<file path="config.mk">
export PLATFORM = sky130hd
export DESIGN_NAME = adc_to_two_digit_segment_display
export DESIGN_NICKNAME = d
export VERILOG_FILES = /design/src/rtl/core/adcseg_pkg.sv /design/src/rtl/core/adcseg_scale.sv /design/src/rtl/core/adcseg_digits.sv /design/src/rtl/core/adc_to_two_digit_segment_display.sv
export SDC_FILE = /design/constraint.sdc
export NUM_CORES = 1
export LEC_CHECK = 0
export CORE_ASPECT_RATIO = 1.2
export CORE_MARGIN = 3
export CORE_UTILIZATION = 45
export DETAILED_ROUTE_END_ITERATION = 16
export DONT_BUFFER_PORTS = 1
export HOLD_SLACK_MARGIN = 0.02
export PLACE_DENSITY = 0.69
export SETUP_SLACK_MARGIN = 0.05
export SLEW_MARGIN = 20
export SYNTH_ARGS = -nofsm -noshare
export SYNTH_HDL_FRONTEND = slang
export SYNTH_SLANG_ARGS = --single-unit
</file>
<file path="constraint.sdc">
create_clock -name clk_i -period 18.7 [get_ports clk_i]
set_input_delay 1.87 -clock clk_i [delete_from_list [all_inputs] [get_ports clk_i]]
set_output_delay 1.87 -clock clk_i [all_outputs]
set_load 0.005 [all_outputs]
</file>
<file path="src/rtl/core/adcseg_pkg.sv">
`timescale 1ns / 1ps
// ---------------------------------------------------------------------------
// adcseg_pkg
// Shared constants, types and the digit glyph function for the converter
// sample to two-digit seven-segment display block.
// ---------------------------------------------------------------------------
package adcseg_pkg;

  // Sample and magnitude widths
  localparam int unsigned SampleW = 10;
  localparam int unsigned MagW    = 11;
  localparam int unsigned SpanW   = 9;
  localparam int unsigned DigitW  = 4;
  localparam int unsigned SegW    = 8;

  // Stream data widths (fields padded up to whole bytes)
  localparam int unsigned InDataW  = 16;
  localparam int unsigned OutDataW = 24;

  // Piecewise scale: knee, output limit, and reciprocal constants.
  // Quotient of 890*t/411 (or /412) equals (t*Recip) >> RecipShift for
  // every t the sample range can produce.
  localparam logic [MagW-1:0] Knee       = MagW'(100);
  localparam logic [MagW-1:0] MagLimit   = MagW'(990);
  localparam int unsigned     RecipW     = 20;
  localparam int unsigned     RecipShift = 18;
  localparam logic [RecipW-1:0] RecipPos = RecipW'(567660);
  localparam logic [RecipW-1:0] RecipNeg = RecipW'(566282);

  // Decimal point / minus sign bit
  localparam logic [SegW-1:0] DotBit = SegW'(8'h01);

  // Scaled value handed from the scale stage to the digit stage
  typedef struct packed {
    logic            negative;
    logic [MagW-1:0] mag;
  } scale_t;

  // Segment pattern of one decimal digit, bits 7..1 are GFEDCBA
  function automatic logic [SegW-1:0] glyph(input logic [DigitW-1:0] digit);
    logic [SegW-1:0] seg;
    case (digit)
      4'd0:    seg = 8'b0111_1110;
      4'd1:    seg = 8'b0000_1100;
      4'd2:    seg = 8'b1011_0110;
      4'd3:    seg = 8'b1001_1110;
      4'd4:    seg = 8'b1100_1100;
      4'd5:    seg = 8'b1101_1010;
      4'd6:    seg = 8'b1111_1010;
      4'd7:    seg = 8'b0000_1110;
      4'd8:    seg = 8'b1111_1110;
      4'd9:    seg = 8'b1101_1110;
      default: seg = '0;
    endcase
    return seg;
  endfunction

endpackage

</file>
<file path="src/rtl/core/adcseg_scale.sv">
`timescale 1ns / 1ps
// ---------------------------------------------------------------------------
// adcseg_scale
// Removes the midscale offset from a sample and applies the piecewise
// scale outside the +-100 band; yields sign and magnitude.
// ---------------------------------------------------------------------------
module adcseg_scale
  import adcseg_pkg::*;
(
  input  logic [SampleW-1:0] sample_i,
  output scale_t             scale_o
);

  logic                    negative;
  logic [SampleW-1:0]      abs_d;
  logic [MagW-1:0]         abs_ext;
  logic                    above_knee;
  logic [SpanW-1:0]        span;
  logic [RecipW-1:0]       recip;
  logic [SpanW+RecipW-1:0] product;
  logic [MagW-1:0]         quot;

  // Sign and absolute offset from midscale (512 itself is zero)
  assign negative = ~sample_i[SampleW-1];
  assign abs_d    = negative ? ({1'b1, {(SampleW-1){1'b0}}} - sample_i)
                             : {1'b0, sample_i[SampleW-2:0]};
  assign abs_ext  = {1'b0, abs_d};

  // Distance past the knee on either side
  assign above_knee = (abs_ext >= Knee);
  assign span       = SpanW'(abs_ext - Knee);
  assign recip      = negative ? RecipNeg : RecipPos;

  // Constant division by reciprocal multiply
  assign product = {{RecipW{1'b0}}, span} * {{SpanW{1'b0}}, recip};
  assign quot    = product[RecipShift +: MagW];

  always_comb begin
    scale_o.negative = negative;
    if (above_knee) begin
      scale_o.mag = Knee + quot;
    end else begin
      scale_o.mag = abs_ext;
    end
  end

endmodule

</file>
<file path="src/rtl/core/adcseg_digits.sv">
`timescale 1ns / 1ps
// ---------------------------------------------------------------------------
// adcseg_digits
// Splits the scaled magnitude into two decimal digits and builds both
// segment patterns, with decimal point and minus sign.
// ---------------------------------------------------------------------------
module adcseg_digits
  import adcseg_pkg::*;
(
  input  scale_t          scale_i,
  output logic            in_range_o,
  output logic [SegW-1:0] low_seg_o,
  output logic [SegW-1:0] high_seg_o
);

  logic [MagW-2:0]   mag;
  logic [17:0]       mag_x205;
  logic [6:0]        mag_div10;
  logic [6:0]        mag_mod10;
  logic [15:0]       mag_x41;
  logic [3:0]        mag_div100;
  logic [6:0]        rem100;
  logic [14:0]       rem_x205;
  logic [3:0]        rem_div10;
  logic [SegW-1:0]   low_seg;
  logic [SegW-1:0]   high_seg;

  assign mag        = scale_i.mag[MagW-2:0];
  assign in_range_o = (scale_i.mag <= MagLimit);

  // Divide by ten: exact for any 10-bit value
  assign mag_x205  = 18'(mag) * 18'd205;
  assign mag_div10 = mag_x205[17:11];
  assign mag_mod10 = 7'(mag - 10'(mag_div10) * 10'd10);

  // Divide by one hundred, then tens of the remainder
  assign mag_x41    = 16'(mag) * 16'd41;
  assign mag_div100 = mag_x41[15:12];
  assign rem100     = 7'(mag - 10'(mag_div100) * 10'd100);
  assign rem_x205   = 15'(rem100) * 15'd205;
  assign rem_div10  = rem_x205[14:11];

  // Units.tenths below 100, tens and units otherwise
  always_comb begin
    if (mag < 10'd100) begin
      low_seg  = glyph(mag_mod10[3:0]) | DotBit;
      high_seg = glyph(mag_div10[3:0]);
    end else begin
      low_seg  = glyph(rem_div10);
      high_seg = glyph(mag_div100);
    end
  end

  assign low_seg_o  = low_seg;
  assign high_seg_o = scale_i.negative ? (high_seg | DotBit) : high_seg;

endmodule

</file>
<file path="src/rtl/core/adc_to_two_digit_segment_display.sv">
`timescale 1ns / 1ps
// ---------------------------------------------------------------------------
// adc_to_two_digit_segment_display
// Converts a raw 10-bit converter sample into two seven-segment digit
// patterns and flags when the displayed pair changes.
// ---------------------------------------------------------------------------
// Each item is one sample; one result item comes out per sample. The block is
// a two-stage pipeline: the offset removal and piecewise scale (one reciprocal
// multiply) are registered into the first stage, and the digit split, segment
// lookup and change compare are registered into the output stage. A sample
// accepted into the first stage moves on into the output stage when that stage is
// empty or its item is being taken, and is offered on the output from there; one item can be accepted
// every cycle, and the whole pipeline holds only while the output item waits.
// ---------------------------------------------------------------------------
module adc_to_two_digit_segment_display
  import adcseg_pkg::*;
(
  input  logic                clk_i,
  input  logic                rst_ni,
  // tdata: [9:0] adc_sample
  input  logic                s_axis_tvalid_i,
  output logic                s_axis_tready_o,
  input  logic [InDataW-1:0]  s_axis_tdata_i,
  // tdata: [0] in_range, [8:1] low_digit_segments,
  //        [16:9] high_digit_segments, [17] update_needed
  output logic                m_axis_tvalid_o,
  input  logic                m_axis_tready_i,
  output logic [OutDataW-1:0] m_axis_tdata_o
);

  scale_t          scale;
  scale_t          s1_q;
  logic            s1_valid_q;
  logic            out_valid_q;
  logic            out_advance;
  logic            s1_advance;
  logic            in_range;
  logic [SegW-1:0] low_seg;
  logic [SegW-1:0] high_seg;
  logic            changed;
  logic            in_range_q;
  logic [SegW-1:0] low_seg_q;
  logic [SegW-1:0] high_seg_q;
  logic            update_q;
  logic [SegW-1:0] last_low_q;
  logic [SegW-1:0] last_high_q;

  // Pipeline flow: output moves when empty or taken, stage 1 when it can pass on
  assign out_advance     = ~out_valid_q | m_axis_tready_i;
  assign s1_advance      = ~s1_valid_q | out_advance;
  assign s_axis_tready_o = s1_advance;

  adcseg_scale u_scale (
    .sample_i (s_axis_tdata_i[SampleW-1:0]),
    .scale_o  (scale)
  );

  // Stage 1: hold the scaled sign and magnitude
  always_ff @(posedge clk_i or negedge rst_ni) begin
    if (!rst_ni) begin
      s1_valid_q <= 1'b0;
    end else if (s1_advance) begin
      s1_valid_q <= s_axis_tvalid_i;
    end
  end

  always_ff @(posedge clk_i) begin
    if (s1_advance && s_axis_tvalid_i) begin
      s1_q <= scale;
    end
  end

  adcseg_digits u_digits (
    .scale_i    (s1_q),
    .in_range_o (in_range),
    .low_seg_o  (low_seg),
    .high_seg_o (high_seg)
  );

  assign changed = (low_seg != last_low_q) || (high_seg != last_high_q);

  // Output stage and last requested patterns
  always_ff @(posedge clk_i or negedge rst_ni) begin
    if (!rst_ni) begin
      out_valid_q <= 1'b0;
      last_low_q  <= '0;
      last_high_q <= '0;
    end else if (out_advance) begin
      out_valid_q <= s1_valid_q;
      if (s1_valid_q && in_range && changed) begin
        last_low_q  <= low_seg;
        last_high_q <= high_seg;
      end
    end
  end

  always_ff @(posedge clk_i) begin
    if (out_advance && s1_valid_q) begin
      in_range_q <= in_range;
      if (in_range) begin
        low_seg_q  <= low_seg;
        high_seg_q <= high_seg;
        update_q   <= changed;
      end else begin
        low_seg_q  <= last_low_q;
        high_seg_q <= last_high_q;
        update_q   <= 1'b0;
      end
    end
  end

  assign m_axis_tvalid_o = out_valid_q;
  assign m_axis_tdata_o  = {6'b0, update_q, high_seg_q, low_seg_q, in_range_q};

endmodule

</file>
# Word level (Yosys, flattened, before mapping)
# Memory sizes are Yosys's and may differ from the RTL's.
# Index checks and enable logic that the tools add are counted.
# W data, S select, Z words.
[totals]
word_cells = 50
output_inout_bits = 26
mem_count = 4
mem_bits_ro = 448
regBits = 48
inputBits = 20
[op_classes]
eq_ne = 2
multipliers = 6
n_mux = 8
n_lt_le_gt_ge = 3
n_bitwise = 5
n_reduce_logical = 6
add_sub_neg = 5
[memory_table]
columns = ["memory", "depth", "width", "rd", "rd_ports_with_merged_regs", "write_ports", "line_no", "rtl"]
rows = [
  ["(no name shown)", 16, 7, 1, 0, 0, "adcseg_pkg.sv:42", "case (digit)"],
  ["(no name shown)", 16, 7, 1, 0, 0, "adcseg_pkg.sv:42", ""],
  ["(no name shown)", 16, 7, 1, 0, 0, "adcseg_pkg.sv:42", ""],
  ["(no name shown)", 16, 7, 1, 0, 0, "adcseg_pkg.sv:42", ""],
]
[ops]
columns = ["cell", "count"]
rows = [
  ["$mux W8", 4],
  ["$mul A9 B20 Y29", 1],
  ["$mux W10", 2],
  ["$mul A10 B8 Y18 const B", 1],
  ["$mul A10 B6 Y16 const B", 1],
  ["$ne A8 B8 Y1", 2],
  ["$mul A7 B8 Y15 const B", 1],
  ["$mux W12", 1],
  ["$add A7 B11 Y11 const A", 1],
  ["$le A11 B10 Y1 const B", 1],
  ["$ge A10 B7 Y1 const B", 1],
  ["$lt A10 B7 Y1 const B", 1],
  ["$sub A10 B10 Y10 const A", 1],
  ["$sub A9 B7 Y9 const B", 1],
  ["$mul A7 B3 Y3 const B", 1],
  ["$sub A7 B7 Y7", 1],
  ["$mul A4 B5 Y5 const B", 1],
  ["$logic_and A1 B1 Y1", 4],
  ["$sub A4 B4 Y4", 1],
  ["$not A1 Y1", 3],
  ["$or A1 B1 Y1", 2],
  ["$reduce_and A2 Y1", 1],
  ["$logic_or A1 B1 Y1", 1],
  ["$mux W1", 1],
]

# Longest topological paths before layout
# Gate-level depths: netlist (run 1).
# An unclocked memory read counts as a cell.
[depth]
word_depth = 10
ltp_mapped = 39
ltp_nobuf = 38

# Hierarchy
# From an unflattened synthesis (run 1), not the netlist that was laid out.
[unflattened]
hier_cells = 1035
area_unflattened_um2 = 9728.1
[modules_own_cells]
columns = ["module", "instances", "seq_area_each_um2", "cells_each", "area_per_inst_um2"]
rows = [
  ["adcseg_digits", 1, 0.0, 450, 3996.3],
  ["adcseg_scale", 1, 0.0, 463, 3656.0],
  ["adc_to_two_digit_segment_display", 1, 1351.3, 122, 2075.7],
]

# Least setup slack after synthesis (run 1)
# OpenSTA, ideal clock, no wires.
[synth_path]
path_kind = "reg2reg"
start = "register s1_q[4] (netlist bit)"
end = "register last_high_q[0]"
t_required_ns = 18.575
n_path_buf = 1
synth_period_minus_slack_ns = 9.652
path_stages_with_launch = 39
arrival_time_ns = 9.527
setup_time_ns = 0.125
setup_slack_ns = 9.048
cell_sequence = "edfxtp_1 > ha_1 > fa_1 > ha_1 > ha_1 > a211oi_1 > o211ai_1 > and2_1 > or2_2 > a21oi_1 > xnor2_1 > ha_1 > fa_1 > a21oi_1 > o21bai_1 > a21oi_1 > xnor2_1 > ha_1 > [... 3 more ...] > fa_1 > inv_1 > ha_1 > and3_1 > o2111ai_1 > a31oi_1 > xnor2_1 > inv_1 > ha_1 > or3_1 > a21o_1 > o311a_1 > a311oi_1 > xor2_1 > a2111oi_2 > a31oi_4 > buf_6 > mux2_4"
[synth_via]
elab_chain_cells = 10
word_cells_on_any_way = 21
classes_between = "add/sub (2); mul (5); order compare (2); eq/ne (2); mux (2); reduce/logical (4); memory (4)"
[synth_lines]
columns = ["element", "line_no", "rtl"]
rows = [
  ["from (decl)", "adc_to_two_digit_segment_display.sv:32", "scale_t s1_q;"],
  ["from (signal assigned)", "adc_to_two_digit_segment_display.sv:69", "s1_q <= scale;"],
  ["$mul A10 B6 Y16", "adcseg_digits.sv:37", "assign mag_x41 = 16'(mag) * 16'd41;"],
  ["$mul A4 B5 Y5", "adcseg_digits.sv:39", "assign rem100 = 7'(mag - 10'(mag_div100) * 10'd100);"],
  ["$sub A7 B7 Y7", "adcseg_digits.sv:39", ""],
  ["$mul A7 B8 Y15", "adcseg_digits.sv:40", "assign rem_x205 = 15'(rem100) * 15'd205;"],
  ["$mem_v2 Z16 W7", "--", ""],
  ["$mux W8", "adcseg_digits.sv:45", "if (mag < 10'd100) begin"],
  ["$ne A8 B8 Y1", "adc_to_two_digit_segment_display.sv:80", "assign changed = (low_seg != last_low_q) || (high_seg != last_high_q);"],
  ["$logic_or A1 B1 Y1", "adc_to_two_digit_segment_display.sv:80", ""],
  ["$logic_and A1 B1 Y1 (*)", "adc_to_two_digit_segment_display.sv:90", "if (s1_valid_q && in_range && changed) begin"],
  ["$reduce_and A2 Y1 (no source line) (*)", "--", ""],
  ["to (signal assigned)", "adc_to_two_digit_segment_display.sv:92", "last_high_q <= high_seg;"],
  ["to (decl)", "adc_to_two_digit_segment_display.sv:46", "logic [SegW-1:0] last_high_q;"],
]
# Mark *: on every way between the ends. The rest lies on a longest branch, timed or not.
# A chain may end at the register's enable or synchronous reset.

# Final worst setup path (run 1)
[layout_path]
start = "register s1_q[4] (netlist bit)"
end = "register last_high_q[1]"
[layout_via]
elab_chain_cells = 10
word_cells_on_any_way = 21
classes_between = "add/sub (2); mul (5); order compare (2); eq/ne (2); mux (2); reduce/logical (4); memory (4)"
[layout_lines]
columns = ["element", "line_no"]
rows = [
  ["$mul A10 B6 Y16", "adcseg_digits.sv:37"],
  ["$mul A4 B5 Y5", "adcseg_digits.sv:39"],
  ["$sub A7 B7 Y7", "adcseg_digits.sv:39"],
  ["$mul A7 B8 Y15", "adcseg_digits.sv:40"],
  ["$mem_v2 Z16 W7", "--"],
  ["$mux W8", "adcseg_digits.sv:45"],
  ["$ne A8 B8 Y1", "adc_to_two_digit_segment_display.sv:80"],
  ["$logic_or A1 B1 Y1", "adc_to_two_digit_segment_display.sv:80"],
  ["$logic_and A1 B1 Y1", "adc_to_two_digit_segment_display.sv:90"],
  ["$reduce_and A2 Y1 (no source line)", "--"],
]
# Several ways; a longest one is shown, not always the timed one.

==> results list, run 1 <==
- First-pass DRT Iterations: 4
- In the global route stage, overall resource usage came out at 0.173.
- Vias per cell: 5.39
- Async set or reset register ratio after synthesis: 0.375
- The cell sitting at the root of the clock tree is a sky130_fd_sc_hd__clkbuf_16.
- Among all flip-flop cells after synthesis, the most frequent one is sky130_fd_sc_hd__edfxtp_1.
- Final wirelength: 19.8 mm
* Share of post-route cells with drive strength above 1: 0.0424
- Routability-driven placement finished with a final weighted congestion of 0.852.
* Number of cells upsized or downsized after cts: 0
* Clock latency at the later pin of the worst-skew pair: 0.29 ns
- The tool flagged a number of max-cap violations equal to 0.
- Dividing the synthesized area by the synthesized cell count gives 9.21 um2.
* Number of synthesized flops with an enable pin: 30
- Max Clk Rate: 0.0895 GHz
- Final hold analysis gives a worst-case slack of 0.486 ns.
* Setup TNS: 0 ns
- Number of setup buffers added after CTS: 0
- WP data required: 18.87 ns
- Maximum number of pins on one net before global-route repair: 26
- Critical path's slowest cell: sky130_fd_sc_hd__a311oi_1
- Drt drc: 0
- For the pin with the worst max-slew slack, the measured transition is 0.969 ns.
- The H-tree was split into 2 levels.
- Critical path start-end classification: flop to flop
* RSZ-0062 raised after global routing: no
- In this run the deepest clock path goes through 2 buffers.
* I/O pin count: 46
- Most Crowded Layer GR: met2
- 0 antenna diodes ended up in the layout.
- Final Max Slew Viols: 0
- Syn Std Cell Area: 9590 um2
* Average wire per standard cell: 15.2 um
* Count of antenna-violating nets left after detailed routing: 0
* Post-detail-place hpwl: 16.9 mm
- DIE AREA: 23100 um2
- Die Y: 166 um
* Final clock skew: 0.00823 ns
- Once placement completed, the tool counted placed cells totaling 1295.
- Cell repeated most along the worst path: sky130_fd_sc_hd__ha_1
* Highest net fanout along the worst path: 15
- On the worst path, the slowest cell contributes a delay of 0.60 ns.
- The kind of cell with the highest combined delay along the critical path is adder cells.
* Core Footprint: 20600 um2
- Final nets: 1345
- Worst min path class: flop to flop
- The clock net in this run drives a total of 48 sinks.
* Outcome: finished clean
- Synthesis produced 1042 cells.
- Number of warning messages in the yosys log: 0
* Num CTS Buffers: 5
- Counting I/O delays and the setup requirement, the final critical path takes 11.17 ns.
- Wire length of the first global-routing pass: 33.9 mm
- Final Cell Area: 10000 um2
- In the global route stage, met2 resource usage came out at 0.329.
- The via count of the first global-routing pass came to 7336.
* Worst slew margin relative to its limit: 0.352
- Synthesis instantiated 71 different standard cells from the library.
- Counting both buffers and inverters, the worst setup path holds a total of 1.
- For this run, the register share of the synthesized area comes to 0.141.
* Clk pin slew, worst setup/hold paths: 0.07 ns
* Total placed instance area: 9850 um2
* Fraction of the cycle the final worst path needs: 0.597
* Final global-route overflow total: 0
- Worst EP arrival: 11.34 ns
- Hold repair after CTS inserted 0 buffers.
* TritonCTS clock tree: built
* Floorplan die width: 139 um
* Synthesis-to-finish area growth: 4.44%
- The count of cells in the finished layout, fillers not included, comes to 1303.
- Counting flops and latches in the post-synthesis netlist gives 48.
* Total number of vias: 7029
- Final Hold Viols: 0
- Number of buffers added on ports: 0
- For met1 alone, demand over resource in global routing was 0.200.
* Effective utilization at floorplan: 0.465
- Setup violations remaining at the end of the flow were counted as 0.
- In this run, the number of DRC markers left after iteration 0 of detailed routing was 258.
* Initial antenna violation count: 0
- CP startpoint kind: flop
- Row generation in the floorplan step produced 57 rows.
- GR met3 Demand/Resource: 0.0242
- CP Capture Type: flop
==> per-layer routing <==
layer	vias to the layer above	routed length [um]
li1	3505	-
met1	3375	8070
met2	113	10600
met3	36	583
met4	0	529
met5	-	0
==> cell usage after synthesis (5+ instances only) <==
cell type / count / area (um2)
sky130_fd_sc_hd__a221oi_1: 5 / 43.8
sky130_fd_sc_hd__nand3_1: 14 / 70.1
sky130_fd_sc_hd__xnor2_1: 53 / 464
sky130_fd_sc_hd__mux2i_1: 17 / 170
sky130_fd_sc_hd__a21oi_1: 49 / 245
sky130_fd_sc_hd__a211oi_1: 8 / 60.1
sky130_fd_sc_hd__o21a_1: 6 / 45.0
sky130_fd_sc_hd__nor3b_1: 7 / 52.6
sky130_fd_sc_hd__nor3_1: 18 / 90.1
sky130_fd_sc_hd__o211ai_1: 5 / 37.5
sky130_fd_sc_hd__a31oi_1: 11 / 68.8
sky130_fd_sc_hd__nor2b_1: 9 / 56.3
sky130_fd_sc_hd__xor2_1: 10 / 87.6
sky130_fd_sc_hd__nand2b_1: 9 / 56.3
sky130_fd_sc_hd__dfrtp_1: 18 / 450
sky130_fd_sc_hd__a21o_1: 15 / 113
sky130_fd_sc_hd__o21ai_0: 34 / 170
sky130_fd_sc_hd__and2_1: 11 / 68.8
sky130_fd_sc_hd__edfxtp_1: 30 / 901
sky130_fd_sc_hd__nor2_1: 55 / 206
sky130_fd_sc_hd__fa_1: 78 / 1560
sky130_fd_sc_hd__or2_2: 9 / 56.3
sky130_fd_sc_hd__and3_1: 8 / 50.1
sky130_fd_sc_hd__mux2_2: 8 / 90.1
sky130_fd_sc_hd__ha_1: 210 / 2630
sky130_fd_sc_hd__clkbuf_1: 17 / 63.8
sky130_fd_sc_hd__nand2_1: 68 / 255
sky130_fd_sc_hd__buf_4: 8 / 60.1
sky130_fd_sc_hd__inv_1: 175 / 657
==> final timing paths <==
kind | startpoint | endpoint | slack, ns | cells past startpoint
min reg2reg | s1_valid_q$_DFFE_PN0N_ | m_axis_tvalid_o$_DFFE_PN0P_ | 0.49 | 1
max | s1_q[4]$_DFFE_PP_ | last_high_q[1]$_DFFE_PN0P_ | 7.53 | 35
max in group asynchronous | rst_ni | last_low_q[4]$_DFFE_PN0P_ | 17.35 | 0
min in group asynchronous | rst_ni | last_low_q[6]$_DFFE_PN0P_ | 1.26 | 0
max reg2reg | s1_q[4]$_DFFE_PP_ | last_high_q[1]$_DFFE_PN0P_ | 7.53 | 35
min | s1_valid_q$_DFFE_PN0N_ | m_axis_tvalid_o$_DFFE_PN0P_ | 0.49 | 1
==> cells by family after synthesis <==
| kind of cell | Yosys count | share of synthesized area |
|---|---|---|
| fa+ha+maj | 288 | 0.437 |
| simple gates | 225 | 0.115 |
| buf+inv | 203 | 0.0836 |
| compound gates | 182 | 0.127 |
| xor+xnor | 66 | 0.0646 |
| flops | 48 | 0.141 |
| mux | 28 | 0.0318 |
| other cells | 2 | 0.000783 |
==> cell type report <==
cell class,instances,area [um2]
multi-input cells,805,7490
well taps,265,332
fillers,1934,10600
clock inverters,3,46.3
repair buffers,2,15.0
flip-flops and latches,48,1350
clock buffers,5,125
inverters,175,657
==> sequential cells by signal, indices dropped and copies added (netlist names) <==
| signal | cells |
|---|---|
| high_seg_q | 8 |
| in_range_q | 1 |
| last_high_q | 8 |
| last_low_q | 8 |
| low_seg_q | 8 |
| m_axis_tvalid_o | 1 |
| s1_q | 12 |
| s1_valid_q | 1 |
| update_q | 1 |
==> layout by cell type, fill, tap and decap left out, drive strengths merged, types with 6 or more instances in the layout <==
cell type,count
a31oi,12
nand2,68
a21oi,49
inv,176
and2,11
mux2,11
o21ai,38
o21a,6
xor2,12
edfxtp,30
mux2i,17
nor2b,9
fa,78
nor2,55
or2,10
a211oi,9
nor3,18
dfrtp,18
xnor2,53
a21o,15
and3,9
nor3b,7
ha,210
nand3,14
conb,16
nand2b,9
==> stage by stage <==
| stage | utilization | setup slack [ns] |
|---|---|---|
| 3_5_place_dp | 0.478 | 7.57 |
| 2_1_floorplan | - | 9.05 |
| 3_3_place_gp | 0.478 | 7.68 |
| 6_report | 0.486 | 7.53 |
| 4_1_cts | 0.486 | 7.51 |
| 5_1_grt | 0.486 | 6.90 |
Power of run 1 is not shown: default switching activity piles up to over one toggle a cycle in this logic, so the estimate is an artifact.
==> run 2: changes to the inputs <==
PLACE_DENSITY = 0.71   (was 0.69)
clock period = 10.1 ns   (was 18.7 ns; I/O delays follow)
==> results list, run 2 (same netlist as run 1, synthesis figures left out) <==
* Maximum number of pins on one net before global-route repair: 26 (unchanged)
* Root buffer cell: sky130_fd_sc_hd__clkbuf_16 (unchanged)
* I/O pin count: 46 (unchanged)
- Share of post-route cells with drive strength above 1: 0.0769 (was 0.0424)
* Clock latency at the later pin of the worst-skew pair: 0.30 ns (was 0.29 ns)
* Final Cell Area: 10300 um2 (was 10000 um2)
- Number of buffers added on ports: 0 (unchanged)
- The worst slew slack as a fraction of its limit came to 0.320 (was 0.352).
* Most used cells in the layout excluding fill and tap cells: sky130_fd_sc_hd__ha_1, sky130_fd_sc_hd__inv_1, sky130_fd_sc_hd__fa_1 (unchanged)
- Fillers: 1868 (was 1934)
- Outcome: finished clean (unchanged)
- Average wire per standard cell: 14.9 um (was 15.2 um)
* Internal reg-to-reg setup slack: 0.44 ns (was 7.53 ns)
* Vias per cell: 5.29 (was 5.39)
- The maximum net fanout on the critical path was 4 (was 15).
- WP data required: 10.26 ns (was 18.87 ns)
- FF-to-FF Start: s1_q[2]$_DFFE_PP_ (was s1_q[4]$_DFFE_PP_)
- Register name with the most flops: s1_q (unchanged)
* Effective utilization at floorplan: 0.465 (unchanged)
* Crit path buf inv count: 8 (was 1)
* Count of antenna-violating nets left after detailed routing: 0 (unchanged)
- The number of maximum-capacitance violations is 0 (unchanged).
- Global-route usage over all layers: 0.175 (was 0.173)
- The reg-to-reg critical path endpoint is last_low_q[6]$_DFFE_PN0P_ (was last_high_q[1]$_DFFE_PN0P_).
- The number of rows in the core area came to 57 (unchanged).
- The number of antenna cells inserted came to 0 (unchanged).
- Final weighted congestion of routability-driven global placement: 0.869 (was 0.852)
- The met2 layer usage reported by global route came to 0.337 (was 0.329).
- Drt drc: 0 (unchanged)
- The clock slew at the register clock pins of the worst setup and hold paths came to 0.07 ns (about the same).
- TritonCTS Sinks: 48 (unchanged)
- Num CTS Buffers: 5 (unchanged)
* Clock H-tree levels: 2 (unchanged)
- Max Clk Rate: 0.104 GHz (was 0.0895 GHz)
- Total placed instance area: 10100 um2 (was 9850 um2)
- Number of global-route vias before repair: 7491 (was 7336)
- Area used by multi-input combinational logic: 7560 um2 (was 7490 um2)
- CP startpoint kind: flop (unchanged)
* Worst EP arrival: 9.82 ns (was 11.34 ns)
- The initial antenna violation count was 0 (unchanged).
- Critical path's slowest cell: sky130_fd_sc_hd__fa_1 (was sky130_fd_sc_hd__a311oi_1)
* RSZ-0062 raised after global routing: no (unchanged)
- The type of the tightest min-delay check is input port to asynchronous set/reset pin (was flop to flop).
* DIE AREA: 23100 um2 (unchanged)
* Wire length of the first global-routing pass: 34.0 mm (was 33.9 mm)
* Final nets: 1374 (was 1345)
* Highest cell delay on the worst timing path: 0.50 ns (was 0.60 ns)
- The number of DRC violations after detailed-routing iteration 0 was 220 (was 258).
- Area of all sequential standard cells: 1350 um2 (unchanged)
- Final Hold Viols: 0 (unchanged)
- Total number of vias: 7046 (was 7029)
- Floorplan die width: 139 um (unchanged)
- First-pass DRT Iterations: 4 (unchanged)
- The slew at the pin closest to its max-slew limit was 1.02 ns (was 0.969 ns).
- The share of the clock period used by the worst path after layout is 0.956 (was 0.597).
- Cell repeated most along the worst path: sky130_fd_sc_hd__ha_1 (unchanged)
- Cell family contributing the most delay on the critical path: adder cells (unchanged)
* Core Footprint: 20600 um2 (unchanged)
- Count of hold-fix buffers inserted at cts: 0 (unchanged)
- Final Max Slew Viols: 0 (unchanged)
- The most common cell after layout, fill and taps aside is sky130_fd_sc_hd__ha_1 (unchanged).
- The logic depth of the worst register-to-register path came to 39 (was 35).
- Die Y: 166 um (unchanged)
* CP Capture Type: flop (unchanged)
- The highest-utilization routing layer at the global route stage is met2 (unchanged).
* Total setup violations reported at the end of the flow: 0 (unchanged)
* Critical path start-end classification: flop to flop (unchanged)
- Max reg flops: 12 (unchanged)
- The clock tree from TritonCTS is built (unchanged).
* Final wirelength: 19.9 mm (was 19.8 mm)
* Final global-route overflow total: 0 (unchanged)
- Met1 GRT Util: 0.199 (was 0.200)
- The estimated wirelength of the detail-placed design was 17.0 mm (was 16.9 mm).
- The minimum period implied by the final worst setup slack was 9.66 ns (was 11.17 ns).
- Max Buffers Root-to-Sink: 2 (unchanged)
- The clock skew after layout was 0.00629 ns (was 0.00823 ns).
- The area added between synthesis and finish is 7.60% (was 4.44%).
- GR met3 Demand/Resource: 0.0265 (was 0.0242)
-- run 2: final cells by class --
class                   instances  area share
clock buffers                   7      0.0159
clock inverters                 1    0.000848
inverters                     175      0.0636
multi-input cells             805       0.733
flip-flops and latches         48       0.131
well taps                     265      0.0321
repair buffers                 31      0.0238
-- run 2: repair_timing --
item | CTS | global route
endpoints found under the setup margin | 16 | 16
gates resized for setup | 4 | 7
buffers inserted | 0 | 2
pin swaps | 0 | 8
-- run 2: through the flow --
stage | std cells | util | TNS, ns | hold WS, ns | worst slack, ns
floorplan | 1056 | - | 0 | 0.449 | 0.448
global placement | 1322 | 0.488 | 0 | 0.460 | 0.0470
detailed placement | 1322 | 0.488 | -2.14 | 0.488 | -0.193
CTS | 1330 | 0.498 | 0 | 0.384 | 0.109
global route | 1332 | 0.501 | 0 | 0.375 | 0.0508
finish | 1332 | 0.501 | 0 | 0.394 | 0.440
-- run 2: worst max-delay path by stage --
stage / start / to / depth (start not counted)
2_1_floorplan: s1_q[4]$_DFFE_PP_ / last_high_q[0]$_DFFE_PN0P_ / 38
6_report: s1_q[2]$_DFFE_PP_ / last_low_q[6]$_DFFE_PN0P_ / 39
4_1_cts: s1_q[2]$_DFFE_PP_ / last_low_q[0]$_DFFE_PN0P_ / 39
3_5_place_dp: s1_q[2]$_DFFE_PP_ / last_high_q[3]$_DFFE_PN0P_ / 38
3_3_place_gp: s1_q[2]$_DFFE_PP_ / last_low_q[0]$_DFFE_PN0P_ / 39
5_1_grt: s1_q[2]$_DFFE_PP_ / last_low_q[0]$_DFFE_PN0P_ / 37
-- run 2: per-layer routing --
| layer | wire length [um] | vias to the layer above |
|---|---|---|
| met5 | 0 | - |
| li1 | - | 3561 |
| met4 | 436 | 0 |
| met1 | 8400 | 3356 |
| met3 | 489 | 29 |
| met2 | 10600 | 100 |
Power of run 2 is left out for the same reason.
